File: src/design/pee_pkg.sv
// pee_pkg: widths, symbol codes and status codes of the postfix evaluator
// no dependencies; imported by the interfaces and all design modules
package pee_pkg;

    localparam int DATA_W   = 32;
    localparam int SYM_W    = 8;
    localparam int STATUS_W = 3;

    localparam logic [SYM_W-1:0] CH_ZERO  = 8'h30;
    localparam logic [SYM_W-1:0] CH_NINE  = 8'h39;
    localparam logic [SYM_W-1:0] CH_PLUS  = 8'h2B;
    localparam logic [SYM_W-1:0] CH_MINUS = 8'h2D;
    localparam logic [SYM_W-1:0] CH_STAR  = 8'h2A;
    localparam logic [SYM_W-1:0] CH_SLASH = 8'h2F;

    localparam logic [STATUS_W-1:0] ST_OK          = 3'd0;
    localparam logic [STATUS_W-1:0] ST_UNDERFLOW   = 3'd1;
    localparam logic [STATUS_W-1:0] ST_OVERFLOW    = 3'd2;
    localparam logic [STATUS_W-1:0] ST_DIVZERO     = 3'd3;
    localparam logic [STATUS_W-1:0] ST_UNSUPPORTED = 3'd4;

endpackage

File: src/design/pee_cmd_if.sv
// pee_cmd_if: symbol channel, valid/ready with symbol and end mark
// depends on pee_pkg
interface pee_cmd_if
    import pee_pkg::*;
();
    logic             valid;
    logic             ready;
    logic [SYM_W-1:0] symbol;
    logic             last_symbol;

    modport source (output valid, output symbol, output last_symbol, input ready);
    modport sink   (input valid, input symbol, input last_symbol, output ready);
endinterface

File: src/design/pee_res_if.sv
// pee_res_if: result channel, valid/ready with answer and status
// depends on pee_pkg
interface pee_res_if
    import pee_pkg::*;
();
    logic                     valid;
    logic                     ready;
    logic signed [DATA_W-1:0] answer;
    logic [STATUS_W-1:0]      status;

    modport source (output valid, output answer, output status, input ready);
    modport sink   (input valid, input answer, input status, output ready);
endinterface

File: src/design/pee_stack.sv
// pee_stack: operand store below the top of stack, one write and one read port
// synchronous read into an output register loaded when re is high; depends on pee_pkg
module pee_stack
    import pee_pkg::*;
#(
    parameter int DEPTH = 64,
    parameter int AW    = 6
)
(
    input  logic              clk,
    input  logic              we,
    input  logic [AW-1:0]     waddr,
    input  logic [DATA_W-1:0] wdata,
    input  logic              re,
    input  logic [AW-1:0]     raddr,
    output logic [DATA_W-1:0] rdata
);

    logic [DATA_W-1:0] mem [DEPTH];
    logic [DATA_W-1:0] rdata_reg;

    always_ff @(posedge clk)
    begin
        if (we)
        begin
            mem[waddr] <= wdata;
        end
    end

    always_ff @(posedge clk)
    begin
        if (re)
        begin
            rdata_reg <= mem[raddr];
        end
    end

    assign rdata = rdata_reg;

endmodule

File: src/design/pee_div.sv
// pee_div: signed 32-bit divider truncating toward zero, one quotient bit per cycle
// restoring division on magnitudes; depends on pee_pkg
module pee_div
    import pee_pkg::*;
(
    input  logic              clk,
    input  logic              rst_n,
    input  logic              start,
    input  logic [DATA_W-1:0] dividend,
    input  logic [DATA_W-1:0] divisor,
    output logic              done,
    output logic [DATA_W-1:0] quotient
);

    localparam int CW = $clog2(DATA_W);
    localparam logic [CW-1:0] CNT_LAST = CW'(DATA_W - 1);

    logic              busy_reg, busy_next;
    logic              done_reg, done_next;
    logic [CW-1:0]     cnt_reg, cnt_next;
    logic [DATA_W-1:0] rem_reg, rem_next;
    logic [DATA_W-1:0] quo_reg, quo_next;
    logic [DATA_W-1:0] dvs_reg, dvs_next;
    logic              neg_reg, neg_next;
    logic [DATA_W:0]   shifted;
    logic [DATA_W:0]   diff;

    assign shifted = {rem_reg, quo_reg[DATA_W-1]};
    assign diff    = shifted - {1'b0, dvs_reg};

    always_comb
    begin
        busy_next = busy_reg;
        done_next = 1'b0;
        cnt_next  = cnt_reg;
        rem_next  = rem_reg;
        quo_next  = quo_reg;
        dvs_next  = dvs_reg;
        neg_next  = neg_reg;
        if (start)
        begin
            busy_next = 1'b1;
            cnt_next  = '0;
            rem_next  = '0;
            quo_next  = dividend[DATA_W-1] ? (DATA_W'(0) - dividend) : dividend;
            dvs_next  = divisor[DATA_W-1] ? (DATA_W'(0) - divisor) : divisor;
            neg_next  = dividend[DATA_W-1] ^ divisor[DATA_W-1];
        end
        else if (busy_reg)
        begin
            rem_next = diff[DATA_W] ? shifted[DATA_W-1:0] : diff[DATA_W-1:0];
            quo_next = {quo_reg[DATA_W-2:0], ~diff[DATA_W]};
            cnt_next = cnt_reg + CW'(1);
            if (cnt_reg == CNT_LAST)
            begin
                busy_next = 1'b0;
                done_next = 1'b1;
            end
        end
    end

    always_ff @(posedge clk or negedge rst_n)
    begin
        if (!rst_n)
        begin
            busy_reg <= 1'b0;
            done_reg <= 1'b0;
            cnt_reg  <= '0;
        end
        else
        begin
            busy_reg <= busy_next;
            done_reg <= done_next;
            cnt_reg  <= cnt_next;
        end
    end

    always_ff @(posedge clk)
    begin
        rem_reg <= rem_next;
        quo_reg <= quo_next;
        dvs_reg <= dvs_next;
        neg_reg <= neg_next;
    end

    assign done     = done_reg;
    assign quotient = neg_reg ? (DATA_W'(0) - quo_reg) : quo_reg;

endmodule

File: src/design/postfix_expression_evaluator.sv
// postfix_expression_evaluator: stack machine evaluating postfix expressions
// depends on pee_pkg, pee_cmd_if, pee_res_if, pee_stack, pee_div
//
// cmd carries one ASCII symbol per word with an end-of-expression mark; a digit
// pushes its value, + - * / pop right then left and push the 32-bit result
// res carries one word per expression: answer (top of stack) and a status
// code (ok, underflow, overflow, divide by zero, unsupported symbol)
// the top of stack sits in a register, the rest in a synchronous memory
// a digit or a rejected symbol is done in S_IDLE; + - * pass through S_RD (memory
// read of the left operand, then the alu); / goes on from S_RD to S_DIV and waits for
// the one-bit-per-cycle divider; the end-marked word then passes S_FIN to load res
// after the first error the remaining symbols are skipped up to the end mark
// reset empties the stack and clears the error; memory contents are not reset
// and need no clearing pass
// res holds its word until taken; cmd keeps being accepted meanwhile, and only
// an end-marked word waits for the res register to free up
module postfix_expression_evaluator
    import pee_pkg::*;
#(
    parameter int STACK_DEPTH = 64
)
(
    input  logic      clk,
    input  logic      rst_n,
    pee_cmd_if.sink   cmd,
    pee_res_if.source res
);

    localparam int AW  = $clog2(STACK_DEPTH);
    localparam int SPW = $clog2(STACK_DEPTH + 1);
    localparam logic [SPW-1:0] SP_FULL = SPW'(STACK_DEPTH);
    localparam logic [SPW-1:0] SP_TWO  = SPW'(2);

    typedef enum logic [3:0] {
        S_IDLE = 4'b0001,
        S_RD   = 4'b0010,
        S_DIV  = 4'b0100,
        S_FIN  = 4'b1000
    } state_t;

    state_t              state_reg, state_next;
    logic [SPW-1:0]      sp_reg, sp_next;
    logic [STATUS_W-1:0] err_reg, err_next;
    logic [DATA_W-1:0]   tos_reg, tos_next;
    logic [SYM_W-1:0]    op_reg, op_next;
    logic                last_reg, last_next;
    logic                out_valid_reg, out_valid_next;
    logic [DATA_W-1:0]   answer_reg, answer_next;
    logic [STATUS_W-1:0] status_reg, status_next;

    logic              accept;
    logic              is_digit;
    logic              is_op;
    logic              launch;
    logic              fin_go;
    logic [SPW-1:0]    sp_m1;
    logic [SPW-1:0]    sp_m2;
    logic              mem_we;
    logic              mem_re;
    logic [DATA_W-1:0] mem_rdata;
    logic [DATA_W-1:0] alu_res;
    logic              div_start;
    logic              div_done;
    logic [DATA_W-1:0] div_q;

    assign accept   = cmd.valid && cmd.ready;
    assign is_digit = (cmd.symbol >= CH_ZERO) && (cmd.symbol <= CH_NINE);
    assign is_op    = (cmd.symbol == CH_PLUS) || (cmd.symbol == CH_MINUS) ||
                      (cmd.symbol == CH_STAR) || (cmd.symbol == CH_SLASH);
    assign sp_m1    = sp_reg - SPW'(1);
    assign sp_m2    = sp_reg - SPW'(2);
    assign fin_go   = !out_valid_reg || res.ready;

    always_comb
    begin
        case (op_reg)
            CH_PLUS:  alu_res = mem_rdata + tos_reg;
            CH_MINUS: alu_res = mem_rdata - tos_reg;
            CH_STAR:  alu_res = mem_rdata * tos_reg;
            default:  alu_res = mem_rdata;
        endcase
    end

    always_comb
    begin
        state_next     = state_reg;
        sp_next        = sp_reg;
        err_next       = err_reg;
        tos_next       = tos_reg;
        op_next        = op_reg;
        last_next      = last_reg;
        out_valid_next = out_valid_reg && !res.ready;
        answer_next    = answer_reg;
        status_next    = status_reg;
        mem_we         = 1'b0;
        mem_re         = 1'b0;
        launch         = 1'b0;
        div_start      = 1'b0;
        case (state_reg)
            S_IDLE:
            begin
                if (accept)
                begin
                    op_next   = cmd.symbol;
                    last_next = cmd.last_symbol;
                    if (err_reg == ST_OK)
                    begin
                        if (is_digit)
                        begin
                            if (sp_reg == SP_FULL)
                            begin
                                err_next = ST_OVERFLOW;
                            end
                            else
                            begin
                                mem_we   = (sp_reg != '0);
                                tos_next = DATA_W'(cmd.symbol - CH_ZERO);
                                sp_next  = sp_reg + SPW'(1);
                            end
                        end
                        else if (!is_op)
                        begin
                            err_next = ST_UNSUPPORTED;
                        end
                        else if (sp_reg < SP_TWO)
                        begin
                            err_next = ST_UNDERFLOW;
                        end
                        else if ((cmd.symbol == CH_SLASH) && (tos_reg == '0))
                        begin
                            err_next = ST_DIVZERO;
                        end
                        else
                        begin
                            launch = 1'b1;
                            mem_re = 1'b1;
                        end
                    end
                    if (launch)
                    begin
                        state_next = S_RD;
                    end
                    else if (cmd.last_symbol)
                    begin
                        state_next = S_FIN;
                    end
                end
            end
            S_RD:
            begin
                if (op_reg == CH_SLASH)
                begin
                    div_start  = 1'b1;
                    state_next = S_DIV;
                end
                else
                begin
                    tos_next   = alu_res;
                    sp_next    = sp_m1;
                    state_next = last_reg ? S_FIN : S_IDLE;
                end
            end
            S_DIV:
            begin
                if (div_done)
                begin
                    tos_next   = div_q;
                    sp_next    = sp_m1;
                    state_next = last_reg ? S_FIN : S_IDLE;
                end
            end
            S_FIN:
            begin
                if (fin_go)
                begin
                    out_valid_next = 1'b1;
                    if (err_reg != ST_OK)
                    begin
                        answer_next = '0;
                        status_next = err_reg;
                    end
                    else if (sp_reg == '0)
                    begin
                        answer_next = '0;
                        status_next = ST_UNDERFLOW;
                    end
                    else
                    begin
                        answer_next = tos_reg;
                        status_next = ST_OK;
                    end
                    sp_next    = '0;
                    err_next   = ST_OK;
                    state_next = S_IDLE;
                end
            end
            default:
            begin
                state_next = S_IDLE;
            end
        endcase
    end

    always_ff @(posedge clk or negedge rst_n)
    begin
        if (!rst_n)
        begin
            state_reg     <= S_IDLE;
            sp_reg        <= '0;
            err_reg       <= ST_OK;
            out_valid_reg <= 1'b0;
        end
        else
        begin
            state_reg     <= state_next;
            sp_reg        <= sp_next;
            err_reg       <= err_next;
            out_valid_reg <= out_valid_next;
        end
    end

    always_ff @(posedge clk)
    begin
        tos_reg    <= tos_next;
        op_reg     <= op_next;
        last_reg   <= last_next;
        answer_reg <= answer_next;
        status_reg <= status_next;
    end

    pee_stack #(
        .DEPTH (STACK_DEPTH),
        .AW    (AW)
    ) u_stack (
        .clk   (clk),
        .we    (mem_we),
        .waddr (sp_m1[AW-1:0]),
        .wdata (tos_reg),
        .re    (mem_re),
        .raddr (sp_m2[AW-1:0]),
        .rdata (mem_rdata)
    );

    pee_div u_div (
        .clk      (clk),
        .rst_n    (rst_n),
        .start    (div_start),
        .dividend (mem_rdata),
        .divisor  (tos_reg),
        .done     (div_done),
        .quotient (div_q)
    );

    assign cmd.ready  = (state_reg == S_IDLE);
    assign res.valid  = out_valid_reg;
    assign res.answer = $signed(answer_reg);
    assign res.status = status_reg;

    // stack pointer never passes the stack size
    assert property (@(posedge clk) disable iff (!rst_n) sp_reg <= SP_FULL)
        else $error("stack pointer out of range");

    // with an error pending the stack is frozen until the expression ends
    assert property (@(posedge clk) disable iff (!rst_n)
        (err_reg != ST_OK && state_reg != S_FIN) |=> $stable(sp_reg))
        else $error("stack moved after error");

    // a new result word appears only out of the final state
    assert property (@(posedge clk) disable iff (!rst_n)
        $rose(out_valid_reg) |-> $past(state_reg) == S_FIN)
        else $error("result loaded outside final state");

    // finishing an expression leaves an empty stack and no error
    assert property (@(posedge clk) disable iff (!rst_n)
        (state_reg == S_FIN && fin_go) |=> (sp_reg == '0 && err_reg == ST_OK))
        else $error("stack not cleared after expression");

    // the divider reports only while its quotient is awaited
    assert property (@(posedge clk) disable iff (!rst_n)
        div_done |-> state_reg == S_DIV)
        else $error("divider done outside divide state");

endmodule

File: src/flat_wrapper.sv
// flat-port wrapper written by rule: the top's interface ports become plain ports
module postfix_expression_evaluator_flat import pee_pkg::*;
#(
    parameter int STACK_DEPTH = 64
)
  (clk, rst_n, cmd_valid, cmd_symbol, cmd_last_symbol, cmd_ready, res_valid, res_answer, res_status, res_ready);
  pee_cmd_if cmd_i ();
  pee_res_if res_i ();
  input  logic clk;
  input  logic rst_n;
  input wire logic [$bits(cmd_i.valid)-1:0] cmd_valid;
  input wire logic [$bits(cmd_i.symbol)-1:0] cmd_symbol;
  input wire logic [$bits(cmd_i.last_symbol)-1:0] cmd_last_symbol;
  output wire logic [$bits(cmd_i.ready)-1:0] cmd_ready;
  output wire logic [$bits(res_i.valid)-1:0] res_valid;
  output wire logic [$bits(res_i.answer)-1:0] res_answer;
  output wire logic [$bits(res_i.status)-1:0] res_status;
  input wire logic [$bits(res_i.ready)-1:0] res_ready;
  assign cmd_i.valid = cmd_valid;
  assign cmd_i.symbol = cmd_symbol;
  assign cmd_i.last_symbol = cmd_last_symbol;
  assign cmd_ready = cmd_i.ready;
  assign res_valid = res_i.valid;
  assign res_answer = res_i.answer;
  assign res_status = res_i.status;
  assign res_i.ready = res_ready;
  postfix_expression_evaluator #(.STACK_DEPTH(STACK_DEPTH)) u_core (.clk(clk), .rst_n(rst_n), .cmd(cmd_i), .res(res_i));
endmodule
File: config.mk
export PLATFORM = sky130hd
export DESIGN_NAME = postfix_expression_evaluator_flat
export DESIGN_NICKNAME = d
export VERILOG_FILES = /design/src/design/pee_pkg.sv /design/src/design/pee_cmd_if.sv /design/src/design/pee_res_if.sv /design/src/design/pee_stack.sv /design/src/design/pee_div.sv /design/src/design/postfix_expression_evaluator.sv /design/src/flat_wrapper.sv
export SDC_FILE = /design/constraint.sdc
export NUM_CORES = 2
export LEC_CHECK = 0
export BUFFER_PORTS_ARGS = -buffer_cell sky130_fd_sc_hd__buf_2
export CAP_MARGIN = 20
export CORE_ASPECT_RATIO = 1.4
export CORE_MARGIN = 3
export CORE_UTILIZATION = 45
export CTS_BUF_LIST = sky130_fd_sc_hd__clkbuf_8
export CTS_CLUSTER_DIAMETER = 200
export CTS_CLUSTER_SIZE = 30
export DETAILED_ROUTE_END_ITERATION = 12
export PLACE_DENSITY = 0.65
export REMOVE_ABC_BUFFERS = 1
export SYNTH_ARGS = -nofsm -noshare
export SYNTH_HDL_FRONTEND = slang
export SYNTH_SLANG_ARGS = --single-unit
File: constraint.sdc
create_clock -name clk -period 12.1 [get_ports clk]
set_clock_uncertainty 0.15 [all_clocks]
set_input_delay 2.42 -clock clk [delete_from_list [all_inputs] [get_ports clk]]
set_output_delay 2.42 -clock clk [all_outputs]
set_load 0.02 [all_outputs]
# After elaboration in Yosys (flattened, before gate mapping)
# Memory sizes are Yosys's and may differ from the RTL's. A register that Yosys moved wholly into a read port is not among the register bits.
# Cells that the tools add are included.
[totals]
mem_bits_rw = 2048
n_memories = 1
in_bits = 13
out_inout_bits = 37
elab_cells = 154
register_bits = 195
[memory_table]
columns = ["name", "words", "word_bits", "rd", "rd_ports_with_merged_regs", "wr", "line", "source"]
rows = [
  ["u_core.u_stack.mem", 64, 32, 1, 1, 1, "pee_stack.sv:19", "logic [DATA_W-1:0] mem [DEPTH];"],
]
[op_classes]
n_bitwise = 2
n_mul = 1
n_reduce_logical = 26
eq_ne = 24
addsub = 11
order_cmp = 3
mux = 69
[ops]
columns = ["op", "n"]
rows = [
  ["32-bit two-way mux", 11],
  ["32-bit case mux with 3 select lines", 2],
  ["1-bit by 32-bit subtractor with 32-bit output, first input constant", 3],
  ["8-bit by 6-bit == test with 1-bit output, second input constant", 8],
  ["7-bit two-way mux", 7],
  ["33-bit by 32-bit subtractor with 33-bit output", 1],
  ["32-bit adder", 1],
  ["32-bit logical NOT", 1],
  ["32-bit by 32-bit multiplier with 32-bit output", 1],
  ["32-bit subtractor", 1],
  ["31-bit two-way mux", 1],
  ["4-bit two-way mux", 7],
  ["7-bit case mux with 4 select lines", 1],
  ["1-bit two-way mux", 27],
  ["3-bit two-way mux", 9],
  ["4-bit case mux with 4 select lines", 1],
  ["2-bit != test, second input constant", 6],
  ["5-bit two-way mux", 2],
  ["8-bit by 6-bit subtractor with 9-bit output, second input constant", 1],
  ["8-bit by 6-bit greater-or-equal comparator with 1-bit output, second input constant", 1],
  ["8-bit by 6-bit less-or-equal comparator with 1-bit output, second input constant", 1],
  ["8-bit AND reduction", 1],
  ["7-bit by 1-bit adder with 7-bit output, second input constant", 1],
  ["7-bit == test, second input constant", 1],
  ["other kinds (29)", 40],
]

# Logic depth before layout (Yosys ltp)
[depth]
ltp_word = 12
depth_mapped = 28
depth_no_buf = 26

# Modules after synthesis
# From an unflattened synthesis, not the netlist that was laid out.
[hier_totals]
cells_unflattened = 6906
hier_area_um2 = 109826.6
[modules_own_cells]
columns = ["mod", "instances", "seq_area_each_um2", "cells_per_inst", "area_each_um2"]
rows = [
  ["pee_stack", 1, 62459.9, 3507, 79273.5],
  ["postfix_expression_evaluator", 1, 2658.8, 2489, 22663.0],
  ["pee_div", 1, 2767.7, 910, 7890.1],
]

# Worst setup path after synthesis
# OpenSTA, ideal clock, no wires.
[synth_timing]
kind = "reg2reg"
startpoint = "register u_core.tos_reg[6]"
endpoint = "register u_core.tos_reg[31] (data pin)"
stages_incl_launch_ff = 27
slack_ps = 3502
arrival_ps = 8171
setup_ps = 277
n_path_buf = 2
period_less_slack_ps = 8598
required_time_ps = 11673
cell_sequence = "edfxtp_1 clkbuf_1 clkbuf_1 and2_1 fa_1 fa_1 fa_1 inv_1 fa_1 inv_1 fa_1 inv_1 fa_1 inv_1 fa_1 fa_1 ha_1 a2111oi_0 o21ai_0 o21a_1 a221oi_1 o21ai_0 a211oi_1 o21ai_0 xnor2_1 a221oi_1 o221ai_1"
[synth_between]
elab_chain_len = 4
word_cells_on_any_way = 6
cone_classes = "add/sub: 2; mul: 1; mux: 3"
[synth_lines]
columns = ["element", "line", "source"]
rows = [
  ["start, declared", "postfix_expression_evaluator.sv:44", "logic [DATA_W-1:0] tos_reg, tos_next;"],
  ["start signal, assigned", "postfix_expression_evaluator.sv:224", "tos_reg <= tos_next;"],
  ["32-bit by 32-bit multiplier with 32-bit output (tied with other cells)", "postfix_expression_evaluator.sv:79", "CH_STAR: alu_res = mem_rdata * tos_reg;"],
  ["32-bit case mux with 3 select lines *", "postfix_expression_evaluator.sv:76", "case (op_reg)"],
  ["32-bit two-way mux *", "postfix_expression_evaluator.sv:151", "if (op_reg == CH_SLASH)"],
  ["32-bit case mux with 3 select lines *", "postfix_expression_evaluator.sv:99", "case (state_reg)"],
  ["via u_core.tos_next[31]", "postfix_expression_evaluator.sv:44", ""],
]
# Mark *: on every way through the listed nets, which the timed path passes. The rest lies on a longest branch. The select of a mux whose other input is x is not followed.
# A chain may end at the register's enable or synchronous reset.

# Final worst setup path
[layout_timing]
startpoint = "register u_core.tos_reg[3]"
endpoint = "register u_core.tos_reg[28] (data pin)"
# The elaborated chain is that of the path after synthesis.

==> results_dict.tcl <==
set metrics [dict create \
    p_comb_share_pct 37.7 \
    overflow 0 \
    grt_setup_unrepaired "no" \
    synthArstFlopShare_pct 0.9670 \
    wire_per_inst_um 31.23 \
    fp-row-count 212 \
    slowest_stage "edfxtp_1" \
    swShare_pct 34.17 \
    place_ws_ps 3046 \
    initial_core_util_pct 45.42 \
    layout_setup_ws_ps 3110 \
    r2r-start "u_core.tos_reg[3]" \
    wl_um 298700 \
    clock_power_share_pct 15.5 \
    largest_register "u_core.u_stack.mem" \
    syn_inst 6326 \
    crit_top_cell "fa_1" \
    crit_arrival_ps 9520 \
    numCtsBuffers 85 \
    grt_pass1_wl_um 433500 \
    htree_levels 3 \
    critical_path_class "register to register" \
    layout.nets 6934 \
    die_y_um 587.4 \
    synth_top_area_cell "edfxtp_1" \
    rrSetupSlack_ps 3110 \
    core_mm2 0.2393 \
    post_cts_buffers 0 \
    largest_reg_flops 2048 \
    worstSkewPairLatency_ps 940 \
    leakage_nw 38.22 \
    fp.dieW_um 421.3 \
    drive_gt1_share_pct 17.94 \
    clk_path_buf_depth 3 \
    relSlewSlack_pct 22.83 \
    cp-start-kind "register" \
    reg2reg_to "u_core.tos_reg[28]" \
    seq_area_frac_synth_pct 62.47 \
    dp_hpwl_um 178100 \
    cts.sinks 2275 \
    hold_class "register to register" \
    cts-root-buf "clkbuf_8" \
    worst_r2r_path_depth 23 \
    port_buffers 49 \
    finalSetupViolCount 0 \
    post-synth-top-area-fraction_pct 61.37 \
    min-delay-start "u_core.u_div.rem_reg[25]" \
    detail-route-antenna-nets 0 \
    clk_pin_slew_ps 210 \
    hold_depth 2 \
    report.final.slew_viol_count 0 \
    post-route-period-util_pct 74.29 \
    fin_tns_setup_ps 0 \
    hold_end "u_core.u_div.rem_reg[25]" \
    worstSetupEndpointType "register" \
    p_sw_w 0.006363 \
    path_max_fanout 80 \
    synth_edf_count 2221 \
    pin_count 50 \
    power_density_mw_per_mm2 161.5 \
    crit_path_cell_trace "buf_4, and2_1, fa_1, inv_1, fa_1, fa_1, fa_1, inv_1, ha_1, ha_1, fa_1, fa_1, ha_1, a21o_1, a21oi_1, a2bb2oi_1, o21ai_0, a221oi_1, o21bai_1, a21o_1, a311o_1, a22oi_1, o21ai_0" \
    via_per_inst 6.084 \
    vias 58190 \
    status "complete, no violations" \
    netlist_area_mm2 0.1087 \
    peakVddDrop_uv 207.1 \
    ctsHoldBuffers 0 \
    yosys-top-cells-area "edfxtp_1 (61%), mux4_2 (14%), fa_1 (7.6%)" \
    ys_types 86 \
    seq_power_share_pct 46.8 \
    p_int_w 0.01226 \
    cpPeakStageDelay_ps 880 \
    num-fill-cells 19978 \
    first_iter_violations 6581 \
    hold_viol 0 \
    area.growth.synth_to_final_pct 6.130 \
    grt_usage_pct 24.11 \
    fmax_mhz 111.2 \
    ys_ff_latch 2275 \
    required_ps 12630 \
    antenna_found_initial 24 \
    drc 0 \
    drv_cap 0 \
    tritoncts "yes" \
    synth_area_per_cell_um2 17.18 \
    fin_crit_ps 8990 \
    dieArea_mm2 0.2475 \
    worstMarginPinSlew_ps 1155 \
    hold_ws_ps 380.6 \
    post_cts_resized 0 \
    grt_max_degree 138 \
    yosys_warnings 0 \
    ys.flop_type "edfxtp_1" \
    routabilityCongestion 0.9055 \
    first_global_vias 60710 \
    first_pass_iters 6 \
]
-- placed cells by master (no fill, tap or decap), types with 123 or more instances in the layout --
| cell type | instances |
|---|---|
| edfxtp_1 | 2221 |
| mux4_2 | 664 |
| inv_1 | 463 |
| fa_1 | 410 |
| nand2_1 | 370 |
| and2_1 | 342 |
| ha_1 | 199 |
| buf_4 | 194 |
| xnor2_1 | 144 |
| o21ai_0 | 138 |
| nor2_1 | 123 |
| a21oi_1 | 123 |
-- critical path: cells and delay by family, from the launching register on --
kind	cells	cell delay (ps)
flip-flops	1	880
adder cells (fa/ha/maj)	9	3710
AO/OA/AOI/OAI	10	2830
AND/OR/NAND/NOR	1	250
buffers and inverters	3	910
-- synth_stat cells (13+ instances only) --
library cell	count
a21o_1	52
ha_1	200
a211oi_1	22
edfxtp_1	2221
nor3_1	29
xnor2_1	147
o221ai_1	21
or3_1	18
clkbuf_1	281
buf_2	13
a221oi_1	19
and3_1	15
and2_1	342
o31ai_1	36
nor2b_1	17
nand2_1	371
a21oi_1	124
dfxtp_1	32
nor2_1	191
fa_1	410
inv_1	438
mux2i_1	46
buf_1	61
o21a_1	23
dfrtp_1	21
mux4_2	664
nand3_1	40
nand4_1	14
o21ai_0	138
xor2_1	116
-- area by class of cell --
type                            count  area (um^2)  area share (%)
Antenna cell                       12        30.03         0.02604
Clock buffer                       85         1170           1.014
Clock inverter                     33        202.7          0.1758
Inverter                          440         1652           1.432
Multi-Input combinational cell   3253        38380           33.28
Sequential cell                  2275        67900           58.87
Tap cell                         3210         4016           3.483
Timing Repair Buffer              256         1982           1.718
-- metal layers --
| layer | part of all wire [%] | track usage (%) |
|---|---|---|
| met3 | 7.3 | 3.605 |
| met4 | 5.0 | 10.64 |
| met5 | 0.020 | 0 |
| met1 | 37 | 30.21 |
| met2 | 51 | 41.71 |
-- kinds of logic after synthesis --
group | share of synthesized area, %
flops | 62.47
simple gates | 5.247
buf+inv | 2.779
mux | 14.19
fa+ha+maj | 9.856
compound gates | 3.341
xor+xnor | 2.120
-- stage by stage --
stage	power, W	cells	util [%]	cell area [um^2]
floorplan	0.01465	5968	-	107300
global placement	0.01595	9426	47.54	113700
detailed placement	0.01598	9430	47.57	113800
CTS	0.01879	9548	48.15	115200
global route	0.01930	9556	48.19	115300
finish	0.01862	9564	48.20	115300
-- worst max path at each step --
stage	start	end	slack [ps]	cells after the start
CTS	u_core.tos_reg[6]	u_core.tos_reg[31]	3020	25
finish	u_core.tos_reg[3]	u_core.tos_reg[28]	3110	23
global placement	u_core.tos_reg[6]	u_core.tos_reg[31]	3040	25
global route	u_core.tos_reg[3]	u_core.tos_reg[26]	2750	23
detailed placement	u_core.tos_reg[6]	u_core.tos_reg[31]	3050	25
floorplan	u_core.sp_reg[0]	u_core.u_stack.mem[13][0]	-13070	9
-- power by group through the flow --
stage / Clock (W) / Sequential, W / Combinational, W
5_1_grt: 0.00320 / 0.00872 / 0.00739
3_5_place_dp: 0 / 0.00889 / 0.00709
4_1_cts: 0.00297 / 0.00872 / 0.00711
2_1_floorplan: 0 / 0.00923 / 0.00542
6_report: 0.00288 / 0.00872 / 0.00703
3_3_place_gp: 0 / 0.00889 / 0.00706
(Power assumes the default switching activity.)
